--- src/rtl/core/mhti_pkg.sv ---
// Shared types, marker codes and the standard Huffman table ROM for the DHT inserter.
`timescale 1ns / 1ps
`default_nettype none

package mhti_pkg;

  localparam int TableBytesDef     = 420;
  localparam int BytesPerResultDef = 8;
  localparam int QueueDepth        = 4;
  localparam int DhtRomLen         = 420;
  localparam int OutBytes          = 8;

  localparam logic [7:0] ByteFF     = 8'hFF;
  localparam logic [7:0] ByteZero   = 8'h00;
  localparam logic [7:0] MarkSos    = 8'hDA;
  localparam logic [7:0] MarkDht    = 8'hC4;
  localparam logic [7:0] MarkRstLo  = 8'hD0;
  localparam logic [7:0] MarkSoi    = 8'hD8;
  localparam logic [7:0] MarkEoi    = 8'hD9;

  // One classified input beat: an optional table insertion followed by up to two bytes.
  typedef struct packed {
    logic       ins_table;
    logic [1:0] lit_n;
    logic [7:0] lit0;
    logic [7:0] lit1;
    logic       last;
    logic       err;
  } mhti_cmd_t;

  // Standard luminance/chrominance DHT segment, first byte in the top bits.
  localparam logic [DhtRomLen*8-1:0] DHT_ROM = {
    8'hFF,8'hC4,8'h01,8'hA2,8'h00,8'h00,8'h01,8'h05,8'h01,8'h01,8'h01,8'h01,
    8'h01,8'h01,8'h00,8'h00,8'h00,8'h00,8'h00,8'h00,8'h00,8'h00,8'h01,8'h02,
    8'h03,8'h04,8'h05,8'h06,8'h07,8'h08,8'h09,8'h0A,8'h0B,8'h01,8'h00,8'h03,
    8'h01,8'h01,8'h01,8'h01,8'h01,8'h01,8'h01,8'h01,8'h01,8'h00,8'h00,8'h00,
    8'h00,8'h00,8'h00,8'h01,8'h02,8'h03,8'h04,8'h05,8'h06,8'h07,8'h08,8'h09,
    8'h0A,8'h0B,8'h10,8'h00,8'h02,8'h01,8'h03,8'h03,8'h02,8'h04,8'h03,8'h05,
    8'h05,8'h04,8'h04,8'h00,8'h00,8'h01,8'h7D,8'h01,8'h02,8'h03,8'h00,8'h04,
    8'h11,8'h05,8'h12,8'h21,8'h31,8'h41,8'h06,8'h13,8'h51,8'h61,8'h07,8'h22,
    8'h71,8'h14,8'h32,8'h81,8'h91,8'hA1,8'h08,8'h23,8'h42,8'hB1,8'hC1,8'h15,
    8'h52,8'hD1,8'hF0,8'h24,8'h33,8'h62,8'h72,8'h82,8'h09,8'h0A,8'h16,8'h17,
    8'h18,8'h19,8'h1A,8'h25,8'h26,8'h27,8'h28,8'h29,8'h2A,8'h34,8'h35,8'h36,
    8'h37,8'h38,8'h39,8'h3A,8'h43,8'h44,8'h45,8'h46,8'h47,8'h48,8'h49,8'h4A,
    8'h53,8'h54,8'h55,8'h56,8'h57,8'h58,8'h59,8'h5A,8'h63,8'h64,8'h65,8'h66,
    8'h67,8'h68,8'h69,8'h6A,8'h73,8'h74,8'h75,8'h76,8'h77,8'h78,8'h79,8'h7A,
    8'h83,8'h84,8'h85,8'h86,8'h87,8'h88,8'h89,8'h8A,8'h92,8'h93,8'h94,8'h95,
    8'h96,8'h97,8'h98,8'h99,8'h9A,8'hA2,8'hA3,8'hA4,8'hA5,8'hA6,8'hA7,8'hA8,
    8'hA9,8'hAA,8'hB2,8'hB3,8'hB4,8'hB5,8'hB6,8'hB7,8'hB8,8'hB9,8'hBA,8'hC2,
    8'hC3,8'hC4,8'hC5,8'hC6,8'hC7,8'hC8,8'hC9,8'hCA,8'hD2,8'hD3,8'hD4,8'hD5,
    8'hD6,8'hD7,8'hD8,8'hD9,8'hDA,8'hE1,8'hE2,8'hE3,8'hE4,8'hE5,8'hE6,8'hE7,
    8'hE8,8'hE9,8'hEA,8'hF1,8'hF2,8'hF3,8'hF4,8'hF5,8'hF6,8'hF7,8'hF8,8'hF9,
    8'hFA,8'h11,8'h00,8'h02,8'h01,8'h02,8'h04,8'h04,8'h03,8'h04,8'h07,8'h05,
    8'h04,8'h04,8'h00,8'h01,8'h02,8'h77,8'h00,8'h01,8'h02,8'h03,8'h11,8'h04,
    8'h05,8'h21,8'h31,8'h06,8'h12,8'h41,8'h51,8'h07,8'h61,8'h71,8'h13,8'h22,
    8'h32,8'h81,8'h08,8'h14,8'h42,8'h91,8'hA1,8'hB1,8'hC1,8'h09,8'h23,8'h33,
    8'h52,8'hF0,8'h15,8'h62,8'h72,8'hD1,8'h0A,8'h16,8'h24,8'h34,8'hE1,8'h25,
    8'hF1,8'h17,8'h18,8'h19,8'h1A,8'h26,8'h27,8'h28,8'h29,8'h2A,8'h35,8'h36,
    8'h37,8'h38,8'h39,8'h3A,8'h43,8'h44,8'h45,8'h46,8'h47,8'h48,8'h49,8'h4A,
    8'h53,8'h54,8'h55,8'h56,8'h57,8'h58,8'h59,8'h5A,8'h63,8'h64,8'h65,8'h66,
    8'h67,8'h68,8'h69,8'h6A,8'h73,8'h74,8'h75,8'h76,8'h77,8'h78,8'h79,8'h7A,
    8'h82,8'h83,8'h84,8'h85,8'h86,8'h87,8'h88,8'h89,8'h8A,8'h92,8'h93,8'h94,
    8'h95,8'h96,8'h97,8'h98,8'h99,8'h9A,8'hA2,8'hA3,8'hA4,8'hA5,8'hA6,8'hA7,
    8'hA8,8'hA9,8'hAA,8'hB2,8'hB3,8'hB4,8'hB5,8'hB6,8'hB7,8'hB8,8'hB9,8'hBA,
    8'hC2,8'hC3,8'hC4,8'hC5,8'hC6,8'hC7,8'hC8,8'hC9,8'hCA,8'hD2,8'hD3,8'hD4,
    8'hD5,8'hD6,8'hD7,8'hD8,8'hD9,8'hDA,8'hE2,8'hE3,8'hE4,8'hE5,8'hE6,8'hE7,
    8'hE8,8'hE9,8'hEA,8'hF2,8'hF3,8'hF4,8'hF5,8'hF6,8'hF7,8'hF8,8'hF9,8'hFA
  };

  // Eight table bytes starting at byte 8*row, first byte in bits 7:0; zero past the table.
  function automatic logic [63:0] dht_word(input logic [9:0] row);
    logic [63:0] w;
    logic [12:0] idx;
    w = '0;
    for (int k = 0; k < OutBytes; k++) begin
      idx = {row, 3'b000} + 13'(k);
      if (idx < 13'(DhtRomLen)) begin
        w[8*k +: 8] = DHT_ROM[8*(DhtRomLen - 1 - int'(idx)) +: 8];
      end
    end
    return w;
  endfunction

endpackage

`default_nettype wire

--- src/rtl/core/mhti_cmd_fifo.sv ---
// Small command queue between the parser and the output packer.
`timescale 1ns / 1ps
`default_nettype none

module mhti_cmd_fifo #(
  parameter int DEPTH = mhti_pkg::QueueDepth
) (
  input  wire logic                clk,
  input  wire logic                rst_n,
  input  wire logic                push,
  input  mhti_pkg::mhti_cmd_t      push_data,
  input  wire logic                pop,
  output mhti_pkg::mhti_cmd_t      head,
  output logic                     not_empty,
  output logic                     full
);
  import mhti_pkg::*;

  localparam int AW = (DEPTH > 1) ? $clog2(DEPTH) : 1;
  localparam int CW = $clog2(DEPTH + 1);

  mhti_cmd_t       mem_r [DEPTH];
  logic [AW-1:0]   wr_ptr_r, rd_ptr_r;
  logic [CW-1:0]   cnt_r;

  assign head      = mem_r[rd_ptr_r];
  assign not_empty = (cnt_r != '0);
  assign full      = (cnt_r == CW'(DEPTH));

  always_ff @(posedge clk) begin
    if (push) begin
      mem_r[wr_ptr_r] <= push_data;
    end
  end

  always_ff @(posedge clk) begin
    if (!rst_n) begin
      wr_ptr_r <= '0;
      rd_ptr_r <= '0;
      cnt_r    <= '0;
    end else begin
      if (push) begin
        wr_ptr_r <= (wr_ptr_r == AW'(DEPTH - 1)) ? '0 : wr_ptr_r + AW'(1);
      end
      if (pop) begin
        rd_ptr_r <= (rd_ptr_r == AW'(DEPTH - 1)) ? '0 : rd_ptr_r + AW'(1);
      end
      if (push && !pop) begin
        cnt_r <= cnt_r + CW'(1);
      end else if (pop && !push) begin
        cnt_r <= cnt_r - CW'(1);
      end
    end
  end

endmodule

`default_nettype wire

--- config.mk ---
export PLATFORM = sky130hd
export DESIGN_NAME = mhti_cmd_fifo
export DESIGN_NICKNAME = d
export VERILOG_FILES = /design/src/rtl/core/mhti_pkg.sv /design/src/rtl/core/mhti_cmd_fifo.sv
export SDC_FILE = /design/constraint.sdc
export NUM_CORES = 1
export LEC_CHECK = 0
export ABC_AREA = 1
export BUFFER_PORTS_ARGS = -buffer_cell sky130_fd_sc_hd__buf_2
export CORE_MARGIN = 2
export CORE_UTILIZATION = 46
export CTS_BUF_LIST = sky130_fd_sc_hd__clkbuf_8 sky130_fd_sc_hd__clkbuf_16
export CTS_CLUSTER_DIAMETER = 80
export CTS_CLUSTER_SIZE = 30
export DETAILED_ROUTE_END_ITERATION = 10
export PLACE_DENSITY = 0.7
export RECOVER_POWER = 50
export SLEW_MARGIN = 0
export SYNTH_ARGS = -nofsm -noshare
export SYNTH_HDL_FRONTEND = slang
export SYNTH_SLANG_ARGS = --single-unit
--- constraint.sdc ---
create_clock -name clk -period 1.95 [get_ports clk]
set_input_delay 0.195 -clock clk [delete_from_list [all_inputs] [get_ports clk]]
set_output_delay 0.195 -clock clk [all_outputs]
set_load 0.02 [all_outputs]
# == Word-level counts from Yosys, hierarchy flattened ==
# Memory sizes are Yosys's and may differ from the RTL's. A register that Yosys moved wholly into a read port is not among the register bits.
# Index checks and enable logic that the tools add are counted.
# op_classes
n_eq_ne,3
reduce_logical,6
muxes,8
addsub,4
# ops
cell,count
two-way mux 2 bit,4
two-way mux 3 bit,2
adder 2 x 1 -> 2 bit (second input constant),2
== test 2 bit (second input constant),2
adder 3 x 1 -> 3 bit (second input constant),1
== test 3 bit (second input constant),1
nonzero test 3 bit,1
subtractor 3 x 1 -> 3 bit (second input constant),1
logical AND 1 bit,2
logical NOT 1 bit,2
two-way mux 1 bit,2
nonzero test 2 bit,1
# totals
out_inout_bits,23
mem_bits_rw,84
mem_count,1
elab_cells,25
reg_bits,7
input_bits,25
# mem_list
name,depth,width,read_ports,rd_clocked_by_memory_dff,wr,line,rtl
mem_r,4,21,1,1,1,mhti_cmd_fifo.sv:22,mhti_cmd_t mem_r [DEPTH];

# == Depth between registers and ports, before layout ==
# depth
depth_word,4
depth_mapped,10
ltp_nobuf,10

# == Worst setup path before layout ==
# OpenSTA, ideal clock, no wires.
# synth_timing
kind,register to register
from,reg wr_ptr_r[0]
to,"mem mem_r[3][0] in the netlist's numbering, enable pin"
stages_incl_launch_ff,4
arrival_ns,1.013
t_required_ns,1.574
period_less_slack_ns,1.389
setup_ns,0.376
setup_slack_ns,0.561
n_path_buf,0
cell_sequence,dfxtp_1 -> ha_1 -> nand2_1 -> inv_1
# synth_rtl
element,line,rtl
start: declaration,mhti_cmd_fifo.sv:23,"logic [AW-1:0] wr_ptr_r, rd_ptr_r;"
start signal: assignment,mhti_cmd_fifo.sv:43,wr_ptr_r <= (wr_ptr_r == AW'(DEPTH - 1)) ? '0 : wr_ptr_r + AW'(1);
end: declaration,mhti_cmd_fifo.sv:22,
# Straight into the memory's write port.

==> results.cfg <==
[pwr]
p_seq_share_pct = 57.0
p_sw_share_pct = 25.4
power.leakage_uw = 0.00149
p_switching_uw = 1030
p_int_uw = 3020
total_power_uw = 4040
power.share.clock_pct = 30.5
powerDensity_mw_per_mm2 = 984
combPwrFrac_pct = 12.6
ir_drop_uv = 480

[sta]
final_hold_viol_count = 0
fin_skew_ns = 0.00783
layout_setup_ws_ns = 0.121
fin_crit_sh_pct = 93.8
period_minus_slack_ns = 1.83
rsz0062_at_grt = no
drv_slew = 0
fmax_mhz = 547
setup_violations = 0
setup_tns_ns = 0
max_slew.worst_pin.slew_ns = 0.622
maxSlewHeadroom_pct = 58.5

[logic_synthesis]
synthCells = 264
yosys.area.top_type = edfxtp_1
post-synth-top-area-fraction_pct = 69.3
synth-async-reset-ratio_pct = 0
yosysMostFrequentCell = edfxtp_1
syn_area_sq_mm = 0.00364
synthDistinctLibCells = 23
yosys-top-cells-area = edfxtp_1 (69%), nor2_1 (5.1%), dfxtp_1 (5.0%), o21ai_1 (3.7%), o22ai_1 (3.3%)
syn_area_per_cell_sq_um = 13.8
yosys_register_bits = 93
synth_nets = 296
ys.flop_type = edfxtp_1
synth_common_cells = edfxtp_1 (84), nor2_1 (49), o21ai_1 (27)
seq_area_frac_synth_pct = 74.3
yosys_warnings = 0
synth_edf_count = 84

[hold_path]
hold_path.class = input port to flop
min_from = push_data[0]

[clock_tree]
cts_tree = yes
root_buffer = clkbuf_8
cts_resized = 0
clk_pin_slew_worst_paths_ns = 0.09
post-cts-setup-buffers = 0
clock_latency_ns = 0.35
ctsHoldBuffers = 0
clockBufferDepth = 2
ctsHtreeMaxLevel = 3
cts_buffers = 9
numClockSinks = 93

[detailed_routing]
drtIter0Drc = 186
drtAntennaViolNets = 0
remaining_drc_errors = 0
routed_wl_microns = 6500
firstDrtPassIters = 4
vias = 2142
post_drt_via_cell_ratio = 5.04
drt-wirelength-per-cell_microns = 15.3

[critical_path]
crit_family = buffers and inverters
path_buf_inv = 3
end_kind = output pin
worst_ep_required_time_ns = 1.75
critPathLaunchType = flop
path_max_fanout = 14
path_cells = inv_1, buf_4, o21ai_0, o22ai_2, buf_2
cp_slowest_cell = dfxtp_1
critPathKind = flop to output pin
reg2reg_from = wr_ptr_r[0]
slowest_delay_ns = 0.32
critical_path_arrival_ns = 1.63

[floorplanning]
die_h_microns = 93.0
dieArea_sq_mm = 0.00864
core_area_sq_mm = 0.00769
start_util_pct = 47.3
io_pins = 48
die_w_microns = 93.0
row_count = 32

[grt]
antenna_found_initial = 0
grt_pass1_wl_microns = 10300
grt_pass1_vias = 2164
grt_overflow = 0
grt_max_degree = 43
track_usage_pct = 15.9

[cells_and_area]
final_nets = 350
layout-drive-gt1-share_pct = 17.3
fin_util_pct = 53.5
antenna_cells = 0
syn_to_final_growth_pct = 12.9

[job]
drv_cap = 0

[placed_design]
place_congestion = 0.708
dp_slack_ns = 0.475
port_buffers = 47
dpl.hpwl_microns = 4120

[run_status]
outcome = finished clean
## routing by layer
metal  part of all wire, %  vias to the layer above  global-route usage [%]
met4                   2.5                        0                    8.46
met3                   4.9                       14                    4.15
met2                    49                       49                    26.5
met5                     0                        -                       0
li1                      -                     1064                       -
met1                    44                     1015                    18.9
## kinds of logic (layout without fill, tap and decap cells)
| group | Yosys count | count (layout) | share of synthesized area, % |
|---|---|---|---|
| XOR/XNOR | 1 | 1 | 0.241 |
| AND/OR/NAND/NOR | 65 | 65 | 7.05 |
| flip-flops | 93 | 93 | 74.3 |
| AO/OA/AOI/OAI | 69 | 69 | 10.7 |
| adder cells (fa/ha/maj) | 7 | 7 | 2.61 |
| buffers and inverters | 29 | 88 | 5.19 |
## layout by cell type (no fill, tap or decap), types with 9 or more instances in the layout
cell type / Yosys / final
nand2_1: 9 / 9
inv_1: 15 / 15
o21ai_0: 17 / 17
edfxtp_1: 84 / 84
clkbuf_1: 0 / 22
clkbuf_8: 0 / 9
o21ai_1: 27 / 27
dfxtp_1: 9 / 9
nor2_1: 49 / 49
o22ai_1: 19 / 19
buf_2: 4 / 25
## flip-flops by register name, summed over array words and instances (netlist names), named ones only
register  cells
cnt_r         3
rd_ptr_r      2
wr_ptr_r      2
mem_r        84
## power groups by stage
| stage | registers, uW | logic, uW | clock network, uW |
|---|---|---|---|
| final | 2300 | 507 | 1230 |
| after global routing | 2310 | 564 | 1330 |
| after CTS | 2300 | 522 | 1250 |
| after detailed placement | 2350 | 522 | 0 |
| after global placement | 2350 | 510 | 0 |
| after floorplan | 2340 | 359 | 0 |
## layout make-up
cell class | count | area [sq um]
Fill cell | 672 | 3580
Sequential cell | 93 | 2700
Multi-Input combinational cell | 142 | 748
Timing Repair Buffer | 56 | 273
Tap cell | 102 | 128
Clock buffer | 9 | 124
Inverter | 16 | 67.6
Clock inverter | 7 | 66.3
## worst paths after layout
check                end  slack [ns]  depth (start not counted)
max              head[2]        0.12                          5
min          mem_r[2][0]        0.11                          1
max reg2reg  mem_r[2][3]        0.40                          5
min reg2reg     cnt_r[2]        0.54                          3
## through the flow
step                area [sq um]  cells  hold WS [ns]
floorplan                   3640    264         0.294
global placement            3950    409         0.411
CTS                         4140    425        0.0448
detailed placement          3950    409         0.417
global route                4110    425        0.0940
finish                      4110    425         0.105
Note: power is estimated with default switching activity, not from simulation.
