<file path="src/rtl/core/mhti_pkg.sv">
// Shared types, marker codes and the standard Huffman table ROM for the DHT inserter.
`timescale 1ns / 1ps
`default_nettype none

package mhti_pkg;

  localparam int TableBytesDef     = 420;
  localparam int BytesPerResultDef = 8;
  localparam int QueueDepth        = 4;
  localparam int DhtRomLen         = 420;
  localparam int OutBytes          = 8;

  localparam logic [7:0] ByteFF     = 8'hFF;
  localparam logic [7:0] ByteZero   = 8'h00;
  localparam logic [7:0] MarkSos    = 8'hDA;
  localparam logic [7:0] MarkDht    = 8'hC4;
  localparam logic [7:0] MarkRstLo  = 8'hD0;
  localparam logic [7:0] MarkSoi    = 8'hD8;
  localparam logic [7:0] MarkEoi    = 8'hD9;

  // One classified input beat: an optional table insertion followed by up to two bytes.
  typedef struct packed {
    logic       ins_table;
    logic [1:0] lit_n;
    logic [7:0] lit0;
    logic [7:0] lit1;
    logic       last;
    logic       err;
  } mhti_cmd_t;

  // Standard luminance/chrominance DHT segment, first byte in the top bits.
  localparam logic [DhtRomLen*8-1:0] DHT_ROM = {
    8'hFF,8'hC4,8'h01,8'hA2,8'h00,8'h00,8'h01,8'h05,8'h01,8'h01,8'h01,8'h01,
    8'h01,8'h01,8'h00,8'h00,8'h00,8'h00,8'h00,8'h00,8'h00,8'h00,8'h01,8'h02,
    8'h03,8'h04,8'h05,8'h06,8'h07,8'h08,8'h09,8'h0A,8'h0B,8'h01,8'h00,8'h03,
    8'h01,8'h01,8'h01,8'h01,8'h01,8'h01,8'h01,8'h01,8'h01,8'h00,8'h00,8'h00,
    8'h00,8'h00,8'h00,8'h01,8'h02,8'h03,8'h04,8'h05,8'h06,8'h07,8'h08,8'h09,
    8'h0A,8'h0B,8'h10,8'h00,8'h02,8'h01,8'h03,8'h03,8'h02,8'h04,8'h03,8'h05,
    8'h05,8'h04,8'h04,8'h00,8'h00,8'h01,8'h7D,8'h01,8'h02,8'h03,8'h00,8'h04,
    8'h11,8'h05,8'h12,8'h21,8'h31,8'h41,8'h06,8'h13,8'h51,8'h61,8'h07,8'h22,
    8'h71,8'h14,8'h32,8'h81,8'h91,8'hA1,8'h08,8'h23,8'h42,8'hB1,8'hC1,8'h15,
    8'h52,8'hD1,8'hF0,8'h24,8'h33,8'h62,8'h72,8'h82,8'h09,8'h0A,8'h16,8'h17,
    8'h18,8'h19,8'h1A,8'h25,8'h26,8'h27,8'h28,8'h29,8'h2A,8'h34,8'h35,8'h36,
    8'h37,8'h38,8'h39,8'h3A,8'h43,8'h44,8'h45,8'h46,8'h47,8'h48,8'h49,8'h4A,
    8'h53,8'h54,8'h55,8'h56,8'h57,8'h58,8'h59,8'h5A,8'h63,8'h64,8'h65,8'h66,
    8'h67,8'h68,8'h69,8'h6A,8'h73,8'h74,8'h75,8'h76,8'h77,8'h78,8'h79,8'h7A,
    8'h83,8'h84,8'h85,8'h86,8'h87,8'h88,8'h89,8'h8A,8'h92,8'h93,8'h94,8'h95,
    8'h96,8'h97,8'h98,8'h99,8'h9A,8'hA2,8'hA3,8'hA4,8'hA5,8'hA6,8'hA7,8'hA8,
    8'hA9,8'hAA,8'hB2,8'hB3,8'hB4,8'hB5,8'hB6,8'hB7,8'hB8,8'hB9,8'hBA,8'hC2,
    8'hC3,8'hC4,8'hC5,8'hC6,8'hC7,8'hC8,8'hC9,8'hCA,8'hD2,8'hD3,8'hD4,8'hD5,
    8'hD6,8'hD7,8'hD8,8'hD9,8'hDA,8'hE1,8'hE2,8'hE3,8'hE4,8'hE5,8'hE6,8'hE7,
    8'hE8,8'hE9,8'hEA,8'hF1,8'hF2,8'hF3,8'hF4,8'hF5,8'hF6,8'hF7,8'hF8,8'hF9,
    8'hFA,8'h11,8'h00,8'h02,8'h01,8'h02,8'h04,8'h04,8'h03,8'h04,8'h07,8'h05,
    8'h04,8'h04,8'h00,8'h01,8'h02,8'h77,8'h00,8'h01,8'h02,8'h03,8'h11,8'h04,
    8'h05,8'h21,8'h31,8'h06,8'h12,8'h41,8'h51,8'h07,8'h61,8'h71,8'h13,8'h22,
    8'h32,8'h81,8'h08,8'h14,8'h42,8'h91,8'hA1,8'hB1,8'hC1,8'h09,8'h23,8'h33,
    8'h52,8'hF0,8'h15,8'h62,8'h72,8'hD1,8'h0A,8'h16,8'h24,8'h34,8'hE1,8'h25,
    8'hF1,8'h17,8'h18,8'h19,8'h1A,8'h26,8'h27,8'h28,8'h29,8'h2A,8'h35,8'h36,
    8'h37,8'h38,8'h39,8'h3A,8'h43,8'h44,8'h45,8'h46,8'h47,8'h48,8'h49,8'h4A,
    8'h53,8'h54,8'h55,8'h56,8'h57,8'h58,8'h59,8'h5A,8'h63,8'h64,8'h65,8'h66,
    8'h67,8'h68,8'h69,8'h6A,8'h73,8'h74,8'h75,8'h76,8'h77,8'h78,8'h79,8'h7A,
    8'h82,8'h83,8'h84,8'h85,8'h86,8'h87,8'h88,8'h89,8'h8A,8'h92,8'h93,8'h94,
    8'h95,8'h96,8'h97,8'h98,8'h99,8'h9A,8'hA2,8'hA3,8'hA4,8'hA5,8'hA6,8'hA7,
    8'hA8,8'hA9,8'hAA,8'hB2,8'hB3,8'hB4,8'hB5,8'hB6,8'hB7,8'hB8,8'hB9,8'hBA,
    8'hC2,8'hC3,8'hC4,8'hC5,8'hC6,8'hC7,8'hC8,8'hC9,8'hCA,8'hD2,8'hD3,8'hD4,
    8'hD5,8'hD6,8'hD7,8'hD8,8'hD9,8'hDA,8'hE2,8'hE3,8'hE4,8'hE5,8'hE6,8'hE7,
    8'hE8,8'hE9,8'hEA,8'hF2,8'hF3,8'hF4,8'hF5,8'hF6,8'hF7,8'hF8,8'hF9,8'hFA
  };

  // Eight table bytes starting at byte 8*row, first byte in bits 7:0; zero past the table.
  function automatic logic [63:0] dht_word(input logic [9:0] row);
    logic [63:0] w;
    logic [12:0] idx;
    w = '0;
    for (int k = 0; k < OutBytes; k++) begin
      idx = {row, 3'b000} + 13'(k);
      if (idx < 13'(DhtRomLen)) begin
        w[8*k +: 8] = DHT_ROM[8*(DhtRomLen - 1 - int'(idx)) +: 8];
      end
    end
    return w;
  endfunction

endpackage

`default_nettype wire

</file>
<file path="src/rtl/core/mhti_front.sv">
// Front end: segment parser that turns each input byte into at most one queued command.
`timescale 1ns / 1ps
`default_nettype none

module mhti_front (
  input  wire logic                  clk,
  input  wire logic                  rst_n,
  input  wire logic                  accept,
  input  wire logic [7:0]            in_byte,
  input  wire logic                  in_last,
  output logic                       cmd_push,
  output mhti_pkg::mhti_cmd_t        cmd
);
  import mhti_pkg::*;

  typedef enum logic [9:0] {
    PH_START    = 10'b00_0000_0001,
    PH_MARK     = 10'b00_0000_0010,
    PH_LEN_HI   = 10'b00_0000_0100,
    PH_LEN_LO   = 10'b00_0000_1000,
    PH_SKIP     = 10'b00_0001_0000,
    PH_SOS_HI   = 10'b00_0010_0000,
    PH_SOS_LO   = 10'b00_0100_0000,
    PH_SOS_SKIP = 10'b00_1000_0000,
    PH_ENT      = 10'b01_0000_0000,
    PH_ENT_FF   = 10'b10_0000_0000
  } mhti_phase_t;

  mhti_phase_t phase_r, phase_nxt;
  logic [15:0] skip_r, skip_nxt;
  logic [7:0]  len_hi_r, len_hi_nxt;
  logic        seen_r, seen_nxt;
  logic        err_r, err_nxt;
  logic        do_mark;
  logic [15:0] len_val;

  always_comb begin
    phase_nxt  = phase_r;
    skip_nxt   = skip_r;
    len_hi_nxt = len_hi_r;
    seen_nxt   = seen_r;
    err_nxt    = err_r;
    do_mark    = 1'b0;
    len_val    = {len_hi_r, in_byte};
    cmd        = '0;
    cmd.last   = in_last;

    if (!err_r) begin
      unique case (phase_r)
        PH_MARK: begin
          do_mark = 1'b1;
        end
        PH_LEN_HI, PH_SOS_HI: begin
          cmd.lit0   = in_byte;
          cmd.lit_n  = 2'd1;
          len_hi_nxt = in_byte;
          phase_nxt  = (phase_r == PH_SOS_HI) ? PH_SOS_LO : PH_LEN_LO;
        end
        PH_LEN_LO, PH_SOS_LO: begin
          cmd.lit0  = in_byte;
          cmd.lit_n = 2'd1;
          // A length field below two counts as two.
          skip_nxt  = (len_val < 16'd2) ? 16'd0 : len_val - 16'd2;
          if (skip_nxt == 16'd0) begin
            phase_nxt = (phase_r == PH_SOS_LO) ? PH_ENT : PH_START;
          end else begin
            phase_nxt = (phase_r == PH_SOS_LO) ? PH_SOS_SKIP : PH_SKIP;
          end
        end
        PH_SKIP, PH_SOS_SKIP: begin
          cmd.lit0  = in_byte;
          cmd.lit_n = 2'd1;
          skip_nxt  = skip_r - 16'd1;
          if (skip_nxt == 16'd0) begin
            phase_nxt = (phase_r == PH_SOS_SKIP) ? PH_ENT : PH_START;
          end
        end
        PH_ENT: begin
          if (in_byte == ByteFF) begin
            phase_nxt = PH_ENT_FF;
          end else begin
            cmd.lit0  = in_byte;
            cmd.lit_n = 2'd1;
          end
        end
        PH_ENT_FF: begin
          if (in_byte == ByteZero || (in_byte >= MarkRstLo && in_byte <= MarkSoi)) begin
            cmd.lit0  = ByteFF;
            cmd.lit1  = in_byte;
            cmd.lit_n = 2'd2;
            phase_nxt = PH_ENT;
          end else begin
            do_mark = 1'b1;
          end
        end
        default: begin
          if (in_byte == ByteFF) begin
            phase_nxt = PH_MARK;
          end else begin
            err_nxt = 1'b1;
          end
        end
      endcase
    end

    if (do_mark) begin
      cmd.lit0  = ByteFF;
      cmd.lit1  = in_byte;
      cmd.lit_n = 2'd2;
      if (in_byte == ByteFF || (in_byte >= MarkRstLo && in_byte <= MarkEoi)) begin
        phase_nxt = PH_START;
      end else if (in_byte == MarkSos) begin
        cmd.ins_table = !seen_r;
        phase_nxt     = PH_SOS_HI;
      end else begin
        if (in_byte == MarkDht) begin
          seen_nxt = 1'b1;
        end
        phase_nxt = PH_LEN_HI;
      end
    end

    // A frame that ends on a held FF flushes it; no byte was produced on that path.
    if (in_last && !err_nxt && (phase_nxt == PH_MARK || phase_nxt == PH_ENT_FF)) begin
      cmd.lit0  = ByteFF;
      cmd.lit_n = 2'd1;
    end

    cmd.err  = err_nxt;
    cmd_push = cmd.ins_table || (cmd.lit_n != 2'd0) || in_last;
  end

  always_ff @(posedge clk) begin
    if (!rst_n) begin
      phase_r  <= PH_START;
      skip_r   <= '0;
      len_hi_r <= '0;
      seen_r   <= 1'b0;
      err_r    <= 1'b0;
    end else if (accept) begin
      if (in_last) begin
        phase_r  <= PH_START;
        skip_r   <= '0;
        len_hi_r <= '0;
        seen_r   <= 1'b0;
        err_r    <= 1'b0;
      end else begin
        phase_r  <= phase_nxt;
        skip_r   <= skip_nxt;
        len_hi_r <= len_hi_nxt;
        seen_r   <= seen_nxt;
        err_r    <= err_nxt;
      end
    end
  end

endmodule

`default_nettype wire

</file>
<file path="config.mk">
export PLATFORM = sky130hd
export DESIGN_NAME = mhti_front
export DESIGN_NICKNAME = d
export VERILOG_FILES = /design/src/rtl/core/mhti_pkg.sv /design/src/rtl/core/mhti_front.sv
export SDC_FILE = /design/constraint.sdc
export NUM_CORES = 1
export LEC_CHECK = 0
export ABC_CLOCK_PERIOD_IN_PS = 2300
export BUFFER_PORTS_ARGS = -buffer_cell sky130_fd_sc_hd__buf_2
export CAP_MARGIN = 20
export CORE_MARGIN = 2
export CORE_UTILIZATION = 55
export DETAILED_ROUTE_END_ITERATION = 10
export PLACE_DENSITY_LB_ADDON = 0.2
export SLEW_MARGIN = 20
export SYNTH_ARGS = -nofsm -noshare
export SYNTH_HDL_FRONTEND = slang
export SYNTH_SLANG_ARGS = --single-unit
</file>
<file path="constraint.sdc">
create_clock -name clk -period 2.3 [get_ports clk]
set_clock_uncertainty 0.1 [all_clocks]
set_input_delay 0.115 -clock clk [delete_from_list [all_inputs] [get_ports clk]]
set_output_delay 0.115 -clock clk [all_outputs]
set_load 0.02 [all_outputs]
</file>
# --- Yosys cells after proc, flatten, opt, wreduce, memory -nomap -nowiden ---
# Index checks and enable logic that the tools add are counted.
op_classes:
  n_mux: 43
  addsub: 2
  n_eq_ne: 17
  magnitude_cmp: 4
  reduce_logical: 27
op_table:
  columns: ["cell", "n"]
  rows:
  - ["2-to-1 mux 10 bit", 8]
  - ["case mux 10 bit (6 select lines)", 1]
  - ["2-to-1 mux 16 bit", 3]
  - ["2-to-1 mux 8 bit", 5]
  - ["2-to-1 mux 18 bit", 2]
  - ["2-to-1 mux 9 bit", 4]
  - ["zero test 16 bit", 2]
  - ["case mux 16 bit (2 select lines)", 1]
  - ["case mux 10 bit (3 select lines)", 1]
  - ["== test 8 bit (second input constant)", 3]
  - ["== test 10 bit (second input constant)", 2]
  - ["== test 10 x 2 -> 1 bit (second input constant)", 2]
  - ["2-to-1 mux 19 bit", 1]
  - ["less-or-equal comparator 8 bit (second input constant)", 2]
  - ["< comparator 16 x 2 -> 1 bit (second input constant)", 1]
  - ["subtractor 16 x 1 -> 16 bit (second input constant)", 1]
  - ["subtractor 16 x 2 -> 16 bit (second input constant)", 1]
  - ["2-to-1 mux 1 bit", 13]
  - ["2-to-1 mux 6 bit", 2]
  - ["== test 10 x 3 -> 1 bit (second input constant)", 1]
  - ["== test 10 x 4 -> 1 bit (second input constant)", 1]
  - ["== test 10 x 5 -> 1 bit (second input constant)", 1]
  - ["== test 10 x 6 -> 1 bit (second input constant)", 1]
  - ["== test 10 x 7 -> 1 bit (second input constant)", 1]
  - ["other kinds (17)", 33]
word_totals:
  ff_bits: 36

# --- Depth between registers and ports, before layout ---
depth:
  depth_word: 14
  mapped_depth: 11

# --- Worst setup path after synthesis ---
# No wires, ideal clock.
synth_timing:
  path_type: "reg2reg"
  startpoint: "register skip_r[0]"
  endpoint: "register phase_r[0]"
  required_time_ns: 2.125
  slack_ns: -0.234
  t_arrival_ns: 2.359
  path_stages_with_launch: 12
  period_less_slack_ns: 2.534
  path_cell_list: "dfxtp_1 buf_2 inv_1 ha_1 clkbuf_1 nor3b_1 nand4_1 xnor2_1 nor4_1 and4b_1 nand4b_1 a22oi_2"
synth_between:
  elab_chain_cells: 7
synth_rtl:
  columns: ["item", "line_no", "rtl"]
  rows:
  - ["start, declared", "mhti_front.sv:30", "logic [15:0] skip_r, skip_nxt;"]
  - ["start signal, assigned", "mhti_front.sv:149", "skip_r <= skip_nxt;"]
  - ["subtractor 16 x 1 -> 16 bit", "mhti_front.sv:73", "skip_nxt = skip_r - 16'd1;"]
  - ["zero test 16 bit", "mhti_front.sv:74", "if (skip_nxt == 16'd0) begin"]
  - ["2-to-1 mux 10 bit", "mhti_front.sv:74", null]
  - ["case mux 10 bit (6 select lines)", "mhti_front.sv:49", "unique case (phase_r)"]
  - ["2-to-1 mux 10 bit", "mhti_front.sv:48", "if (!err_r) begin"]
  - ["2-to-1 mux 10 bit", "mhti_front.sv:106", "if (do_mark) begin"]
  - ["2-to-1 mux 10 bit", "mhti_front.sv:141", "if (in_last) begin"]
  - ["end signal, assigned", "mhti_front.sv:148", "phase_r <= phase_nxt;"]
  - ["end, declared", "mhti_front.sv:29", "mhti_phase_t phase_r, phase_nxt;"]
# Every way passes these cells.
# A chain may end at the register's enable or synchronous reset.

==> flow_summary.toml <==
[grt]
grt-ovfl-total = 0
grt_antenna_before_repair = 0
grt_pass1_wl_mm = 19.9
grtUsageTotal = 0.344
grt_pass1_vias = 4132
grt_max_degree = 27

[drt]
vias = 4495
route.detailed.drc = 0
drtAntennaViolNets = 0
drtIter0Drc = 556
wl_per_cell_um = 19.2
wirelength_mm = 12.8
dr.pass1.iters = 8
viasPerCell = 6.75

[synth]
synth_fa_ha_area_frac = 0.0109
synth_flop_cell = "dfxtp_1"
synth_edf_count = 0
syn_area_per_cell_sq_um = 7.08
syn_nets = 503
yosys.area_share.simple = 0.361
synth_xor_area_frac = 0.0482
synth_compound_area_frac = 0.289
syn_area_sq_um = 3460
seq_area_frac_synth = 0.209
async_reset_ff_frac = 0
yosysWarnings = 0
muxShareOfSynthArea = 0.00579
synthCells = 488
synth_seq_cells = 36
synth.distinct_cells = 73
synth_top_family_by_area = "simple AND/OR/NAND/NOR gates"

[die]
boundaryPins = 34
core.rowCount = 28
die_h_um = 83.3
start_util = 0.577
core_area_sq_um = 5990
dieArea_sq_um = 6930
chipWidth_um = 83.3

[critical_path]
slowest_delay_ns = 0.40
cp-start-kind = "flop"
rrSetupSlack_ns = -0.07
timing.rr.end = "phase_r[0]"
critPathRequiredTime_ns = 2.09
path_cells = "nor4_4 > buf_4 > nand3_4 > o31a_1 > buf_6 > nor2_4 > o32ai_2 > a32o_2 > buf_6"
crit_fanout = 9
critPathCaptureType = "primary output"
cpMaxStageDelayCell = "dfxtp_2"
crit_type = "flop to primary output"
crit_arrival_ns = 2.40
ff2ff_path_depth = 9
cp_common_cell = "buf_6"
worstReg2RegStart = "phase_r[6]"

[timing]
setup_viol = 22
worst_pin_slew_ns = 0.721
maxSlewViolCount = 0
post-route-period-util = 1.14
relSlewSlack = 0.516
hold-worst-slack_ns = 0.0908
clock.fmax_ghz = 0.382
hold_viol_final = 0
period_minus_slack_ns = 2.62
setup_ws_ns = -0.315
rsz0062_at_grt = "true"

[clock_tree]
htreeDepth = 2
clk_pin_slew_ns = 0.08
cts_tree = "done"
cts.sinks = 36
clk_path_buf_depth = 2
clock_latency_ns = 0.31
cts_root_buf = "clkbuf_8"
cts_made_buffers = 5

[outcome]
outcome = "finished with violations"
violations = "negative setup slack"

[run]
drv_cap = 0

[min_path]
holdPathStages = 3
min_from = "rst_n"
hold_path.class = "input port to flop"
hold_end = "err_r"

[finish]
post-route-util = 0.796
fin_nets = 605
layout-drive-gt1-share = 0.386
fin_cells = 666
nFillCells = 379
area_delta_synth_final_pct = 37.9
diodes = 0

[placed_design]
preCtsSetupSlack_ns = -0.159
io_buffer_count = 33
dpl.cell_count = 643
gp_congestion = 1.00
hpwl_mm = 8.42

[power_and_ir_drop]
vdd_ir_drop_max_mv = 0.312
leakage_nw = 1.98
powerDensity_nw_per_um2 = 302
[power breakdown]
part	total, W	leakage, nW	switching (W)	internal (W)
Sequential	0.000631	0.296	0.00000780	0.000624
Clock	0.000579	0.0552	0.000257	0.000322
Combinational	0.000232	1.63	0.000142	0.0000894
[registers in the layout, indices dropped and copies added, names as in the netlist]
signal / cells
err_r: 1
phase_r: 10
skip_r: 16
len_hi_r: 8
seen_r: 1
[cell usage after synthesis, types with 4 or more instances]
cell | instances | area share
nand4_1 | 11 | 0.020
o21a_1 | 6 | 0.013
a22oi_1 | 16 | 0.035
nand3b_1 | 4 | 0.0087
buf_2 | 13 | 0.019
and3_1 | 5 | 0.0091
nor3_1 | 19 | 0.028
xor2_1 | 10 | 0.025
inv_1 | 14 | 0.015
nor4_2 | 4 | 0.014
nand2_1 | 38 | 0.041
nor3b_1 | 4 | 0.0087
dfxtp_1 | 36 | 0.21
nor2b_1 | 6 | 0.011
xnor2_1 | 9 | 0.023
a21oi_1 | 34 | 0.049
o21ai_0 | 29 | 0.042
o31ai_1 | 4 | 0.0087
nor2_1 | 47 | 0.051
nand3_1 | 16 | 0.023
a31oi_1 | 8 | 0.014
o211ai_1 | 5 | 0.011
o21ai_1 | 13 | 0.019
o22ai_1 | 7 | 0.013
clkbuf_1 | 32 | 0.035
nor4_1 | 12 | 0.022
and2_1 | 11 | 0.020
or3_1 | 4 | 0.0072
[cell usage in the layout (no fill, tap or decap), drive strengths merged, types with 6 or more instances in the layout]
cell type	Yosys	layout
o22ai	7	7
nand4	11	11
and2	11	11
dfxtp	36	36
clkbuf	32	6
a31oi	10	10
nor4	19	19
nand3	17	17
o21ai	43	43
o21a	6	6
inv	14	14
xor2	10	10
nor2b	6	6
a22oi	17	17
a21oi	36	36
nor3	21	21
nor2	48	48
xnor2	9	9
buf	16	143
nand2	39	39
[worst max path at each step]
stage,startpoint,end,slack [ns],cells after the start
after global routing,phase_r[6],cmd[18],-0.41,9
final,phase_r[6],cmd[18],-0.32,9
after global placement,len_hi_r[0],phase_r[4],-0.05,7
after CTS,phase_r[4],cmd[18],-0.29,10
after detailed placement,len_hi_r[0],phase_r[4],-0.16,7
after floorplan,phase_r[7],cmd[14],-0.05,7
[routing by layer]
layer  global-route usage  vias up  share of wire
met3               0.0547       84           0.10
met2                0.555      337           0.45
met5                    0        -              0
met4                0.139        0          0.046
li1                     -     2000              -
met1                0.459     2074           0.40
[kinds of logic after synthesis]
| logic type | count (synthesis) |
|---|---|
| DFF | 36 |
| xor gates and xnor gates | 19 |
| and+or+nand+nor | 214 |
| adders and majority gates | 3 |
| AOI/OAI and AO/OA | 152 |
| buffers and inverters | 62 |
| muxes | 2 |
[per-stage QoR]
| step | cell area, sq um | total power, W | setup TNS (ns) |
|---|---|---|---|
| floorplan | 3500 | 0.000770 | -0.108 |
| detailed placement | 4250 | 0.000844 | -0.420 |
| finish | 4770 | 0.00144 | -3.27 |
| CTS | 4590 | 0.00142 | -2.76 |
| global route | 4770 | 0.00148 | -5.92 |
| global placement | 4250 | 0.000842 | -0.0528 |
[repair_timing]
item | in CTS | in global routing
resized for setup | 40 | 47
hold buffers | 0 | 0
buffers inserted | 12 | 10
endpoints found under the setup margin | 24 | 33
pin swaps | 14 | 22
[final cells by class]
cell class | count | area [sq um] | share of cell area
inverters | 14 | 52.6 | 0.0110
well taps | 75 | 93.8 | 0.0197
repair buffers | 143 | 1060 | 0.222
clock buffers | 6 | 72.6 | 0.0152
clock inverters | 2 | 35.0 | 0.00735
multi-input cells | 390 | 2720 | 0.570
flip-flops and latches | 36 | 741 | 0.155
[worst max-delay path, delay by kind of cell (launching register included)]
kind | cells | cell delay [ns]
AO/OA/AOI/OAI | 3 | 0.71
AND/OR/NAND/NOR | 3 | 0.52
buffers and inverters | 3 | 0.47
flip-flops | 1 | 0.40
Note: power is estimated with default switching activity, not from simulation.
